--- config.mk ---
export PLATFORM = sky130hd
export DESIGN_NAME = usb_config_descriptor_parser_core_flat
export DESIGN_NICKNAME = d
export VERILOG_FILES = /design/src/rtl/ucdp_pkg.sv /design/src/rtl/ucdp_if.sv /design/src/rtl/ucdp_front.sv /design/src/rtl/ucdp_queue.sv /design/src/rtl/ucdp_back.sv /design/src/rtl/usb_config_descriptor_parser_core.sv /design/src/flat_wrapper.sv
export VERILOG_INCLUDE_DIRS = /design/src /design/src/rtl
export SDC_FILE = /design/constraint.sdc
export NUM_CORES = 1
export LEC_CHECK = 0
export ABC_CLOCK_PERIOD_IN_PS = 5230
export BUFFER_PORTS_ARGS = -buffer_cell sky130_fd_sc_hd__buf_2
export CORE_UTILIZATION = 35
export CTS_CLUSTER_SIZE = 20
export DETAILED_ROUTE_END_ITERATION = 8
export MAX_ROUTING_LAYER = met4
export REMOVE_ABC_BUFFERS = 1
export SYNTH_ARGS = -nofsm -noshare
export SYNTH_HDL_FRONTEND = slang
export SYNTH_HIERARCHICAL = 1
export SYNTH_SLANG_ARGS = --single-unit
--- constraint.sdc ---
create_clock -name clk -period 5.23 [get_ports clk]
set_clock_uncertainty 0.05 [all_clocks]
set_input_delay 0 -clock clk [delete_from_list [all_inputs] [get_ports clk]]
set_output_delay 0 -clock clk [all_outputs]
set_load 0.005 [all_outputs]
--- src/rtl/usb_config_descriptor_parser_core_assert.svh ---
// assertion macros shared by the parser modules
`ifndef USB_CONFIG_DESCRIPTOR_PARSER_CORE_ASSERT_SVH
`define USB_CONFIG_DESCRIPTOR_PARSER_CORE_ASSERT_SVH

// same-cycle implication, disabled while in reset
`define UCDP_ASSERT_IMP(label, clk, rst_n, ante, cons) \
    label: assert property (@(posedge clk) disable iff (!rst_n) (ante) |-> (cons)) \
        else $error("ucdp assertion failed");

// next-cycle implication, disabled while in reset
`define UCDP_ASSERT_NEXT(label, clk, rst_n, ante, cons) \
    label: assert property (@(posedge clk) disable iff (!rst_n) (ante) |=> (cons)) \
        else $error("ucdp assertion failed");

`endif

--- src/rtl/ucdp_pkg.sv ---
// types and constants of the configuration descriptor parser
package ucdp_pkg;

    localparam int BYTE_W      = 8;
    localparam int SLOT_W      = 4;
    localparam int KIND_W      = 2;
    localparam int XFER_W      = 2;
    localparam int MAXP_W      = 16;
    localparam int QUEUE_DEPTH = 4;

    localparam logic [7:0] TYPE_INTERFACE = 8'd4;
    localparam logic [7:0] TYPE_ENDPOINT  = 8'd5;
    localparam logic [7:0] MIN_HEADER_LEN = 8'd2;
    localparam logic [7:0] XFER_MASK      = 8'h03;

    // byte offsets inside a descriptor
    localparam logic [7:0] POS_HEADER      = 8'd0;
    localparam logic [7:0] POS_TYPE        = 8'd1;
    localparam logic [7:0] POS_IF_NUMBER   = 8'd2;
    localparam logic [7:0] POS_IF_CLASS    = 8'd5;
    localparam logic [7:0] POS_IF_SUBCLASS = 8'd6;
    localparam logic [7:0] POS_IF_PROTOCOL = 8'd7;
    localparam logic [7:0] POS_EP_FIRST    = 8'd2;
    localparam logic [7:0] POS_EP_LAST     = 8'd5;
    localparam logic [7:0] POS_EP_INTERVAL = 8'd6;

    typedef enum logic [KIND_W-1:0] {
        KIND_INTERFACE = 2'd0,
        KIND_ENDPOINT  = 2'd1,
        KIND_END       = 2'd2
    } kind_t;

    // one queue entry: at most one record plus an optional end of block
    typedef struct packed {
        logic                   has_rec;
        logic                   rec_ep;
        logic [SLOT_W-1:0]      if_slot;
        logic [SLOT_W-1:0]      ep_slot;
        logic [3:0][BYTE_W-1:0] fields;
        logic [BYTE_W-1:0]      last;
        logic                   has_end;
        logic [SLOT_W-1:0]      end_count;
    } entry_t;

    typedef struct packed {
        logic empty;
        logic full;
    } queue_status_t;

    typedef struct packed {
        logic [KIND_W-1:0] kind;
        logic [SLOT_W-1:0] interface_slot;
        logic [SLOT_W-1:0] endpoint_slot;
        logic [BYTE_W-1:0] interface_number;
        logic [BYTE_W-1:0] interface_class;
        logic [BYTE_W-1:0] subclass_code;
        logic [BYTE_W-1:0] protocol_code;
        logic [BYTE_W-1:0] endpoint_address;
        logic [XFER_W-1:0] transfer_type;
        logic [MAXP_W-1:0] packet_size;
        logic [BYTE_W-1:0] poll_interval;
        logic              run_end;
    } result_t;

endpackage

--- src/rtl/ucdp_if.sv ---
// item channels of the parser: descriptor bytes in, records out
interface ucdp_byte_if;
    logic       valid;
    logic       ready;
    logic [7:0] data_byte;
    logic       block_start;
    logic       block_end;

    modport source (output valid, output data_byte, output block_start, output block_end,
                    input ready);
    modport sink (input valid, input data_byte, input block_start, input block_end,
                  output ready);
endinterface

interface ucdp_record_if;
    logic        valid;
    logic        ready;
    logic [1:0]  kind;
    logic [3:0]  interface_slot;
    logic [3:0]  endpoint_slot;
    logic [7:0]  interface_number;
    logic [7:0]  interface_class;
    logic [7:0]  subclass_code;
    logic [7:0]  protocol_code;
    logic [7:0]  endpoint_address;
    logic [1:0]  transfer_type;
    logic [15:0] packet_size;
    logic [7:0]  poll_interval;
    logic        run_end;

    modport source (output valid, output kind, output interface_slot, output endpoint_slot,
                    output interface_number, output interface_class, output subclass_code,
                    output protocol_code, output endpoint_address, output transfer_type,
                    output packet_size, output poll_interval, output run_end,
                    input ready);
    modport sink (input valid, input kind, input interface_slot, input endpoint_slot,
                  input interface_number, input interface_class, input subclass_code,
                  input protocol_code, input endpoint_address, input transfer_type,
                  input packet_size, input poll_interval, input run_end,
                  output ready);
endinterface

--- src/rtl/ucdp_front.sv ---
// front part: descriptor walker that turns bytes into queue entries
`include "usb_config_descriptor_parser_core_assert.svh"

module ucdp_front #(
    parameter int MAX_INTERFACES = 8,
    parameter int MAX_ENDPOINTS  = 16
) (
    input  logic                   clk,
    input  logic                   rst_n,
    ucdp_byte_if.sink              bytes,
    input  ucdp_pkg::queue_status_t status,
    output logic                   push,
    output ucdp_pkg::entry_t       push_data
);

    localparam int IW = $clog2(MAX_INTERFACES + 1);
    localparam int EW = $clog2(MAX_ENDPOINTS + 1);

    logic                   stopped_reg, stopped_next;
    logic                   skipping_reg, skipping_next;
    logic [7:0]             pos_reg, pos_next;
    logic [7:0]             len_reg, len_next;
    logic [7:0]             type_reg, type_next;
    logic [IW-1:0]          icount_reg, icount_next;
    logic                   have_if_reg, have_if_next;
    logic [EW-1:0]          ecount_reg, ecount_next;
    logic [3:0][7:0]        cap_reg, cap_next;

    logic                   accept;
    logic [7:0]             d;
    logic                   rec_valid;
    logic                   rec_ep;
    logic [ucdp_pkg::SLOT_W-1:0] rec_if_slot;
    logic [ucdp_pkg::SLOT_W-1:0] rec_ep_slot;
    logic                   stop_now;

    assign bytes.ready = !status.full;
    assign accept      = bytes.valid && bytes.ready;
    assign d           = bytes.data_byte;

    always_comb
    begin
        stopped_next  = stopped_reg;
        skipping_next = skipping_reg;
        pos_next      = pos_reg;
        len_next      = len_reg;
        type_next     = type_reg;
        icount_next   = icount_reg;
        have_if_next  = have_if_reg;
        ecount_next   = ecount_reg;
        cap_next      = cap_reg;
        rec_valid     = 1'b0;
        rec_ep        = 1'b0;
        rec_if_slot   = '0;
        rec_ep_slot   = '0;
        stop_now      = 1'b0;

        if (accept)
        begin
            if (bytes.block_start)
            begin
                // new block: clear everything, skip the configuration descriptor
                skipping_next = 1'b0;
                pos_next      = '0;
                len_next      = '0;
                type_next     = '0;
                icount_next   = '0;
                have_if_next  = 1'b0;
                ecount_next   = '0;
                cap_next      = '0;
                stopped_next  = (d == 8'd0);
                if (d != 8'd0)
                begin
                    len_next = d;
                    if (d == 8'd1)
                    begin
                        pos_next = '0;
                    end
                    else
                    begin
                        skipping_next = 1'b1;
                        pos_next      = 8'd1;
                    end
                end
            end
            else if (!stopped_reg)
            begin
                if (pos_reg == ucdp_pkg::POS_HEADER)
                begin
                    if (d < ucdp_pkg::MIN_HEADER_LEN)
                    begin
                        stop_now     = 1'b1;
                        stopped_next = 1'b1;
                    end
                    else
                    begin
                        len_next  = d;
                        type_next = '0;
                    end
                end
                else if (!skipping_reg)
                begin
                    if (pos_reg == ucdp_pkg::POS_TYPE)
                    begin
                        type_next = d;
                    end
                    else if (type_reg == ucdp_pkg::TYPE_INTERFACE)
                    begin
                        if (pos_reg == ucdp_pkg::POS_IF_NUMBER)
                        begin
                            cap_next[0] = d;
                        end
                        else if (pos_reg == ucdp_pkg::POS_IF_CLASS)
                        begin
                            cap_next[1] = d;
                        end
                        else if (pos_reg == ucdp_pkg::POS_IF_SUBCLASS)
                        begin
                            cap_next[2] = d;
                        end
                        else if (pos_reg == ucdp_pkg::POS_IF_PROTOCOL &&
                                 icount_reg < IW'(MAX_INTERFACES))
                        begin
                            rec_valid    = 1'b1;
                            rec_if_slot  = ucdp_pkg::SLOT_W'(icount_reg);
                            icount_next  = icount_reg + 1'b1;
                            have_if_next = 1'b1;
                            ecount_next  = '0;
                        end
                    end
                    else if (type_reg == ucdp_pkg::TYPE_ENDPOINT)
                    begin
                        if (pos_reg >= ucdp_pkg::POS_EP_FIRST &&
                            pos_reg <= ucdp_pkg::POS_EP_LAST)
                        begin
                            cap_next[pos_reg[1:0] + 2'd2] = d;
                        end
                        else if (pos_reg == ucdp_pkg::POS_EP_INTERVAL && have_if_reg &&
                                 ecount_reg < EW'(MAX_ENDPOINTS))
                        begin
                            rec_valid   = 1'b1;
                            rec_ep      = 1'b1;
                            rec_if_slot = ucdp_pkg::SLOT_W'(icount_reg - 1'b1);
                            rec_ep_slot = ucdp_pkg::SLOT_W'(ecount_reg);
                            ecount_next = ecount_reg + 1'b1;
                        end
                    end
                end

                // step to the next byte, wrapping at the descriptor length
                if (!stop_now)
                begin
                    if ({1'b0, pos_reg} + 9'd1 >= {1'b0, len_next})
                    begin
                        pos_next      = '0;
                        skipping_next = 1'b0;
                    end
                    else
                    begin
                        pos_next = pos_reg + 8'd1;
                    end
                end
            end

            if (bytes.block_end)
            begin
                stopped_next = 1'b1;
            end
        end
    end

    always_ff @(posedge clk or negedge rst_n)
    begin
        if (!rst_n)
        begin
            stopped_reg  <= 1'b1;
            skipping_reg <= 1'b0;
            pos_reg      <= '0;
            len_reg      <= '0;
            type_reg     <= '0;
            icount_reg   <= '0;
            have_if_reg  <= 1'b0;
            ecount_reg   <= '0;
            cap_reg      <= '0;
        end
        else
        begin
            stopped_reg  <= stopped_next;
            skipping_reg <= skipping_next;
            pos_reg      <= pos_next;
            len_reg      <= len_next;
            type_reg     <= type_next;
            icount_reg   <= icount_next;
            have_if_reg  <= have_if_next;
            ecount_reg   <= ecount_next;
            cap_reg      <= cap_next;
        end
    end

    assign push = accept && (rec_valid || bytes.block_end);

    always_comb
    begin
        push_data           = '0;
        push_data.has_rec   = rec_valid;
        push_data.rec_ep    = rec_ep;
        push_data.if_slot   = rec_if_slot;
        push_data.ep_slot   = rec_ep_slot;
        push_data.fields    = cap_reg;
        push_data.last      = d;
        push_data.has_end   = bytes.block_end;
        push_data.end_count = ucdp_pkg::SLOT_W'(icount_next);
    end

    `UCDP_ASSERT_IMP(a_push_not_full, clk, rst_n, push, !status.full)
    `UCDP_ASSERT_IMP(a_have_if_count, clk, rst_n, have_if_reg, icount_reg != '0)

endmodule

--- src/rtl/ucdp_queue.sv ---
// short entry queue between the walker and the record emitter
`include "usb_config_descriptor_parser_core_assert.svh"

module ucdp_queue (
    input  logic                    clk,
    input  logic                    rst_n,
    input  logic                    push,
    input  ucdp_pkg::entry_t        push_data,
    input  logic                    pop,
    output ucdp_pkg::entry_t        pop_data,
    output ucdp_pkg::queue_status_t status
);

    localparam int PTR_W = $clog2(ucdp_pkg::QUEUE_DEPTH);

    ucdp_pkg::entry_t       slots_reg [ucdp_pkg::QUEUE_DEPTH];
    logic [PTR_W-1:0]       wr_ptr_reg, wr_ptr_next;
    logic [PTR_W-1:0]       rd_ptr_reg, rd_ptr_next;
    logic [PTR_W:0]         count_reg, count_next;

    assign status.empty = (count_reg == '0);
    assign status.full  = (count_reg == (PTR_W + 1)'(ucdp_pkg::QUEUE_DEPTH));
    assign pop_data     = slots_reg[rd_ptr_reg];

    always_comb
    begin
        wr_ptr_next = push ? wr_ptr_reg + 1'b1 : wr_ptr_reg;
        rd_ptr_next = pop ? rd_ptr_reg + 1'b1 : rd_ptr_reg;
        count_next  = count_reg + (PTR_W + 1)'(push) - (PTR_W + 1)'(pop);
    end

    always_ff @(posedge clk or negedge rst_n)
    begin
        if (!rst_n)
        begin
            wr_ptr_reg <= '0;
            rd_ptr_reg <= '0;
            count_reg  <= '0;
        end
        else
        begin
            wr_ptr_reg <= wr_ptr_next;
            rd_ptr_reg <= rd_ptr_next;
            count_reg  <= count_next;
        end
    end

    always_ff @(posedge clk)
    begin
        if (push)
        begin
            slots_reg[wr_ptr_reg] <= push_data;
        end
    end

    `UCDP_ASSERT_IMP(a_pop_not_empty, clk, rst_n, pop, !status.empty)
    `UCDP_ASSERT_NEXT(a_fill_to_full, clk, rst_n,
        push && !pop && count_reg == (PTR_W + 1)'(ucdp_pkg::QUEUE_DEPTH - 1), status.full)

endmodule

--- src/rtl/ucdp_back.sv ---
// back part: expands queue entries into records behind an output register
`include "usb_config_descriptor_parser_core_assert.svh"

module ucdp_back (
    input  logic                    clk,
    input  logic                    rst_n,
    input  ucdp_pkg::entry_t        head,
    input  ucdp_pkg::queue_status_t status,
    output logic                    pop,
    ucdp_record_if.source           records
);

    typedef enum logic {
        PH_FIRST,
        PH_SECOND
    } phase_t;

    phase_t            phase_reg, phase_next;
    logic              valid_reg, valid_next;
    ucdp_pkg::result_t res_reg, res_next;
    logic              load;

    assign load = !valid_reg || records.ready;

    always_comb
    begin
        phase_next = phase_reg;
        valid_next = valid_reg;
        res_next   = res_reg;
        pop        = 1'b0;

        if (load)
        begin
            valid_next = !status.empty;
            if (!status.empty)
            begin
                res_next = '0;
                if (head.has_rec && phase_reg == PH_FIRST)
                begin
                    // the descriptor record goes out first
                    res_next.interface_slot = head.if_slot;
                    res_next.run_end        = !head.has_end;
                    if (head.rec_ep)
                    begin
                        res_next.kind             = ucdp_pkg::KIND_ENDPOINT;
                        res_next.endpoint_slot    = head.ep_slot;
                        res_next.endpoint_address = head.fields[0];
                        res_next.transfer_type    =
                            ucdp_pkg::XFER_W'(head.fields[1] & ucdp_pkg::XFER_MASK);
                        res_next.packet_size      = {head.fields[3], head.fields[2]};
                        res_next.poll_interval    = head.last;
                    end
                    else
                    begin
                        res_next.kind             = ucdp_pkg::KIND_INTERFACE;
                        res_next.interface_number = head.fields[0];
                        res_next.interface_class  = head.fields[1];
                        res_next.subclass_code    = head.fields[2];
                        res_next.protocol_code    = head.last;
                    end
                    if (head.has_end)
                    begin
                        phase_next = PH_SECOND;
                    end
                    else
                    begin
                        pop = 1'b1;
                    end
                end
                else
                begin
                    // end of block record
                    res_next.kind           = ucdp_pkg::KIND_END;
                    res_next.interface_slot = head.end_count;
                    res_next.run_end        = 1'b1;
                    pop                     = 1'b1;
                    phase_next              = PH_FIRST;
                end
            end
        end
    end

    always_ff @(posedge clk or negedge rst_n)
    begin
        if (!rst_n)
        begin
            phase_reg <= PH_FIRST;
            valid_reg <= 1'b0;
            res_reg   <= '0;
        end
        else
        begin
            phase_reg <= phase_next;
            valid_reg <= valid_next;
            res_reg   <= res_next;
        end
    end

    assign records.valid            = valid_reg;
    assign records.kind             = res_reg.kind;
    assign records.interface_slot   = res_reg.interface_slot;
    assign records.endpoint_slot    = res_reg.endpoint_slot;
    assign records.interface_number = res_reg.interface_number;
    assign records.interface_class  = res_reg.interface_class;
    assign records.subclass_code    = res_reg.subclass_code;
    assign records.protocol_code    = res_reg.protocol_code;
    assign records.endpoint_address = res_reg.endpoint_address;
    assign records.transfer_type    = res_reg.transfer_type;
    assign records.packet_size      = res_reg.packet_size;
    assign records.poll_interval    = res_reg.poll_interval;
    assign records.run_end          = res_reg.run_end;

    `UCDP_ASSERT_IMP(a_second_has_entry, clk, rst_n, phase_reg == PH_SECOND, !status.empty)
    `UCDP_ASSERT_IMP(a_pop_on_load, clk, rst_n, pop, load && !status.empty)

endmodule

--- src/rtl/usb_config_descriptor_parser_core.sv ---
// USB configuration descriptor parser: takes a configuration descriptor block one
// byte per item and gives interface, endpoint and end-of-block records. The byte
// channel takes one item every cycle as long as the four-entry queue between the
// walker and the record emitter has room; the walker keeps all parser state and
// decides in the cycle of the byte. A byte that yields two records (a record on
// the last byte of a block, plus the end-of-block record) sends them out in turn,
// so the output register sets the sustained rate. A record passes a queue slot,
// then the output register. The leading configuration descriptor is skipped by
// its length, a header length below two stops parsing until the next block_start,
// and bytes outside a block are ignored, but block_end still gives an end record.
// Interface slots and endpoint counts are limited by MAX_INTERFACES and
// MAX_ENDPOINTS; slot fields carry the low four bits of counts.
module usb_config_descriptor_parser_core #(
    parameter int MAX_INTERFACES = 8,
    parameter int MAX_ENDPOINTS  = 16
) (
    input  logic          clk,
    input  logic          rst_n,
    ucdp_byte_if.sink     bytes,
    ucdp_record_if.source records
);

    // queue handshake between front and back
    logic                    push;
    ucdp_pkg::entry_t        push_data;
    logic                    pop;
    ucdp_pkg::entry_t        head;
    ucdp_pkg::queue_status_t status;

    // descriptor walker: header tracking, field capture, slot and endpoint counting
    ucdp_front #(
        .MAX_INTERFACES (MAX_INTERFACES),
        .MAX_ENDPOINTS  (MAX_ENDPOINTS)
    ) u_front (
        .clk       (clk),
        .rst_n     (rst_n),
        .bytes     (bytes),
        .status    (status),
        .push      (push),
        .push_data (push_data)
    );

    // decouples byte intake from record delivery
    ucdp_queue u_queue (
        .clk       (clk),
        .rst_n     (rst_n),
        .push      (push),
        .push_data (push_data),
        .pop       (pop),
        .pop_data  (head),
        .status    (status)
    );

    // record formatting and output register
    ucdp_back u_back (
        .clk     (clk),
        .rst_n   (rst_n),
        .head    (head),
        .status  (status),
        .pop     (pop),
        .records (records)
    );

endmodule

--- src/flat_wrapper.sv ---
// flat-port wrapper written by rule: the top's interface ports become plain ports
module usb_config_descriptor_parser_core_flat 
#(
    parameter int MAX_INTERFACES = 8,
    parameter int MAX_ENDPOINTS  = 16
)
  (clk, rst_n, bytes_valid, bytes_data_byte, bytes_block_start, bytes_block_end, bytes_ready, records_valid, records_kind, records_interface_slot, records_endpoint_slot, records_interface_number, records_interface_class, records_subclass_code, records_protocol_code, records_endpoint_address, records_transfer_type, records_packet_size, records_poll_interval, records_run_end, records_ready);
  ucdp_byte_if bytes_i ();
  ucdp_record_if records_i ();
  input  logic clk;
  input  logic rst_n;
  input wire logic [$bits(bytes_i.valid)-1:0] bytes_valid;
  input wire logic [$bits(bytes_i.data_byte)-1:0] bytes_data_byte;
  input wire logic [$bits(bytes_i.block_start)-1:0] bytes_block_start;
  input wire logic [$bits(bytes_i.block_end)-1:0] bytes_block_end;
  output wire logic [$bits(bytes_i.ready)-1:0] bytes_ready;
  output wire logic [$bits(records_i.valid)-1:0] records_valid;
  output wire logic [$bits(records_i.kind)-1:0] records_kind;
  output wire logic [$bits(records_i.interface_slot)-1:0] records_interface_slot;
  output wire logic [$bits(records_i.endpoint_slot)-1:0] records_endpoint_slot;
  output wire logic [$bits(records_i.interface_number)-1:0] records_interface_number;
  output wire logic [$bits(records_i.interface_class)-1:0] records_interface_class;
  output wire logic [$bits(records_i.subclass_code)-1:0] records_subclass_code;
  output wire logic [$bits(records_i.protocol_code)-1:0] records_protocol_code;
  output wire logic [$bits(records_i.endpoint_address)-1:0] records_endpoint_address;
  output wire logic [$bits(records_i.transfer_type)-1:0] records_transfer_type;
  output wire logic [$bits(records_i.packet_size)-1:0] records_packet_size;
  output wire logic [$bits(records_i.poll_interval)-1:0] records_poll_interval;
  output wire logic [$bits(records_i.run_end)-1:0] records_run_end;
  input wire logic [$bits(records_i.ready)-1:0] records_ready;
  assign bytes_i.valid = bytes_valid;
  assign bytes_i.data_byte = bytes_data_byte;
  assign bytes_i.block_start = bytes_block_start;
  assign bytes_i.block_end = bytes_block_end;
  assign bytes_ready = bytes_i.ready;
  assign records_valid = records_i.valid;
  assign records_kind = records_i.kind;
  assign records_interface_slot = records_i.interface_slot;
  assign records_endpoint_slot = records_i.endpoint_slot;
  assign records_interface_number = records_i.interface_number;
  assign records_interface_class = records_i.interface_class;
  assign records_subclass_code = records_i.subclass_code;
  assign records_protocol_code = records_i.protocol_code;
  assign records_endpoint_address = records_i.endpoint_address;
  assign records_transfer_type = records_i.transfer_type;
  assign records_packet_size = records_i.packet_size;
  assign records_poll_interval = records_i.poll_interval;
  assign records_run_end = records_i.run_end;
  assign records_i.ready = records_ready;
  usb_config_descriptor_parser_core #(.MAX_INTERFACES(MAX_INTERFACES), .MAX_ENDPOINTS(MAX_ENDPOINTS)) u_core (.clk(clk), .rst_n(rst_n), .bytes(bytes_i), .records(records_i));
endmodule
==> impl_metrics.py <==
metrics = {
    "cells_and_area": {
        "area_delta_synth_final_pct": 15.7,
        "multiInputGateArea_mm2": 0.00431,
        "largest_reg_flops": 220,
        "layout.nets": 1072,
        "drive_above_1_share": 0.235,
        "ff_latch_area_mm2": 0.0105,
        "num-fill-cells": 3893,
        "diodes": 0,
        "fin_cells": 1651,
    },
    "clock_network": {
        "post-cts-setup-buffer-count": 0,
        "numCtsBuffers": 40,
        "clk_pin_slew_worst_paths_ns": 0.06,
        "clock-sinks": 374,
        "clk_path_buf_depth": 3,
        "cts_max_level": 2,
        "insertion_delay_ns": 0.54,
        "cts-resized-gates": 0,
        "tritoncts": "built",
        "root_buffer": "clkbuf_16",
    },
    "critical_path": {
        "critPathKind": "register to register",
        "timing.rr.end": "u_core/u_queue/slots_reg[1][23]$_DFFE_PP_",
        "rr_startpoint": "u_core/u_front/pos_reg[5]$_DFFE_PN0P_",
        "worstRegToRegCells": 7,
        "worst-path-max-fanout": 34,
        "crit_required_ns": 5.39,
        "rrSetupSlack_ns": 1.17,
        "cp-start-kind": "register",
        "cp-end-kind": "register",
        "cp_data_arrival_time_ns": 4.22,
    },
    "synth": {
        "syn_area_per_cell_um2": 16.3,
        "ys_seq_elements": 374,
        "netlist_area_mm2": 0.0153,
        "synthDistinctLibCells": 68,
        "syn_inst": 940,
        "synthArstFlopShare": 0.412,
        "synth-edff-count": 220,
        "ys.flop_type": "edfxtp_1",
        "yosysSeqAreaShare": 0.684,
        "synth-warning-count": 6,
    },
    "placed_design": {
        "post-dp-hpwl_um": 20400,
        "place_inst": 1562,
        "numPortBuffers": 92,
        "place_congestion": 0.817,
    },
    "drt": {
        "drt-initial-drc-count": 763,
        "vias": 8573,
        "avgViaCountPerCell": 5.19,
        "ant_nets": 0,
        "first_pass_iters": 5,
        "drc": 0,
        "wirelength_um": 32800,
        "drt-wirelength-per-cell_um": 19.9,
    },
    "hold_path": {
        "worst_hold_startpoint": "bytes_block_end",
        "min_to": "u_core/u_queue/slots_reg[0][4]$_DFFE_PP_",
        "hold_class": "input pin to register",
        "holdPathStages": 2,
    },
    "floorplanning": {
        "initial_utilization": 0.355,
        "io_pins": 93,
        "die_h_um": 211,
        "fp-row-count": 76,
        "core_mm2": 0.0431,
        "dieArea_mm2": 0.0445,
        "chipWidth_um": 211,
    },
    "sta": {
        "period_share": 0.776,
        "rsz0062_at_grt": "false",
        "slew_viol_final": 0,
        "setup_viol": 0,
        "worst_pin_slew_ns": 1.17,
        "tns_ns": 0,
        "fmax_mhz": 246,
        "finalCriticalPeriod_ns": 4.06,
        "relSlewSlack": 0.216,
        "hold_violations": 0,
    },
    "pwr": {
        "power.leakage_nw": 6.91,
        "total_power_mw": 9.45,
        "ir_drop_uv": 221,
        "power_density_mw_per_mm2": 534,
    },
    "job": {
        "drv_cap": 0,
    },
    "global_routing": {
        "grt_max_degree": 66,
        "grt_usage": 0.157,
        "antenna_found_initial": 0,
        "grt_pass1_wl_um": 52400,
        "grt_pass1_vias": 8833,
        "grt_overflow": 0,
    },
    "run_status": {
        "status": "finished clean",
    },
}
## stage by stage
step / utilization / hold WS [ns] / worst slack [ns] / cell area, um2
final: 0.411 / 0.265 / 1.17 / 17700
after global routing: 0.411 / 0.283 / 0.847 / 17700
after CTS: 0.411 / 0.256 / 1.14 / 17700
after detailed placement: 0.377 / -0.0901 / 1.15 / 16200
after global placement: 0.377 / -0.0869 / 1.27 / 16200
after floorplan: - / -0.346 / 0.432 / 14900
## cells in the mapped netlist, types with 3 or more instances
cell type,instances,area share
or3_1,5,0.0020
buf_6,12,0.0088
buf_2,17,0.0056
a32o_1,17,0.011
dfrtp_1,153,0.25
a21o_1,6,0.0029
mux2i_1,10,0.0065
nor2b_1,9,0.0037
nand3_1,18,0.0059
nor3_1,12,0.0039
o31ai_1,16,0.0079
a22o_1,80,0.046
ha_1,23,0.019
mux4_2,55,0.081
clkbuf_1,21,0.0052
nand2b_1,7,0.0029
buf_4,15,0.0074
xor2_1,5,0.0029
mux2_2,6,0.0044
nand4_1,5,0.0020
buf_1,4,0.00098
or4_1,3,0.0015
o21ai_0,35,0.011
and3_1,8,0.0033
a22oi_1,7,0.0034
nand2_1,29,0.0071
a31oi_1,6,0.0025
and2_1,9,0.0037
edfxtp_1,220,0.43
nor2_1,22,0.0054
inv_1,27,0.0066
xnor2_1,5,0.0029
nor3b_1,4,0.0020
o211ai_1,3,0.0015
a211oi_1,3,0.0015
a21oi_1,16,0.0052
nor4_1,7,0.0029
## repair_timing
action | in CTS | in global routing
endpoints found under the hold margin | 175 | 0
hold buffers | 15 | 0
setup endpoints to repair | 0 | 0
## metal layers
metal,vias up,track usage,part of all wire
met5,-,-,0
met3,45,0.0217,0.043
met4,0,0.0450,0.019
met1,4408,0.211,0.45
met2,227,0.248,0.49
li1,3893,-,-
## logic make-up (layout without fill, tap and decap cells)
family | Yosys count | in the layout | share of synthesized area
AO/OA/AOI/OAI | 211 | 211 | 0.107
XOR/XNOR | 10 | 10 | 0.00573
adder cells (fa/ha/maj) | 24 | 24 | 0.0201
buffers and inverters | 97 | 223 | 0.0352
flip-flops | 374 | 374 | 0.684
multiplexers | 71 | 71 | 0.0919
AND/OR/NAND/NOR | 153 | 153 | 0.0559
## layout make-up
class	count	share of cell area
clock buffers	56	0.0646
clock inverters	18	0.00813
inverters	27	0.00573
multi-input cells	469	0.244
flip-flops and latches	374	0.592
well taps	585	0.0414
repair buffers	122	0.0450
## cells in the final DEF, fill, tap and decap left out, types with 17 or more instances in the layout
| cell | n |
|---|---|
| a32o_1 | 17 |
| nand3_1 | 18 |
| buf_2 | 91 |
| clkbuf_16 | 41 |
| edfxtp_1 | 220 |
| nand2_1 | 29 |
| a22o_1 | 80 |
| ha_1 | 23 |
| inv_1 | 27 |
| nor2_1 | 22 |
| o21ai_0 | 35 |
| dfrtp_1 | 151 |
| mux4_2 | 55 |
## where the power goes
part	switching [mW]	total (mW)	internal, mW
Combinational	1.38	2.56	1.18
Clock	1.14	2.73	1.59
Sequential	0.408	4.16	3.75
## worst max-delay path by stage
stage	startpoint	endpoint	cells past startpoint	slack, ns
final	u_core/u_front/pos_reg[5]$_DFFE_PN0P_	u_core/u_queue/slots_reg[1][23]$_DFFE_PP_	7	1.17
after global routing	u_core/u_front/pos_reg[2]$_DFFE_PN0P_	u_core/u_front/pos_reg[2]$_DFFE_PN0P_	10	0.85
after CTS	u_core/u_front/pos_reg[5]$_DFFE_PN0P_	u_core/u_queue/slots_reg[1][17]$_DFFE_PP_	7	1.14
after detailed placement	u_core/u_front/pos_reg[5]$_DFFE_PN0P_	u_core/u_queue/slots_reg[1][41]$_DFFE_PP_	7	1.15
after global placement	u_core/u_front/pos_reg[5]$_DFFE_PN0P_	u_core/u_queue/slots_reg[1][41]$_DFFE_PP_	7	1.27
after floorplan	u_core/u_queue/rd_ptr_reg[0]$_DFFE_PN0P_	u_core/u_back/records.interface_class[0]$_DFFE_PN0P_	3	0.43
## worst max-delay path, stage by stage, from the launching register on
cell and delay, ns:
dfrtp_1 0.45, or4_4 0.64, or3_1 0.46, nor3_1 0.46, o211ai_1 0.16, a21oi_1 0.46
and2_2 0.69, buf_12 0.32
Power figures use the tool's default switching activity.
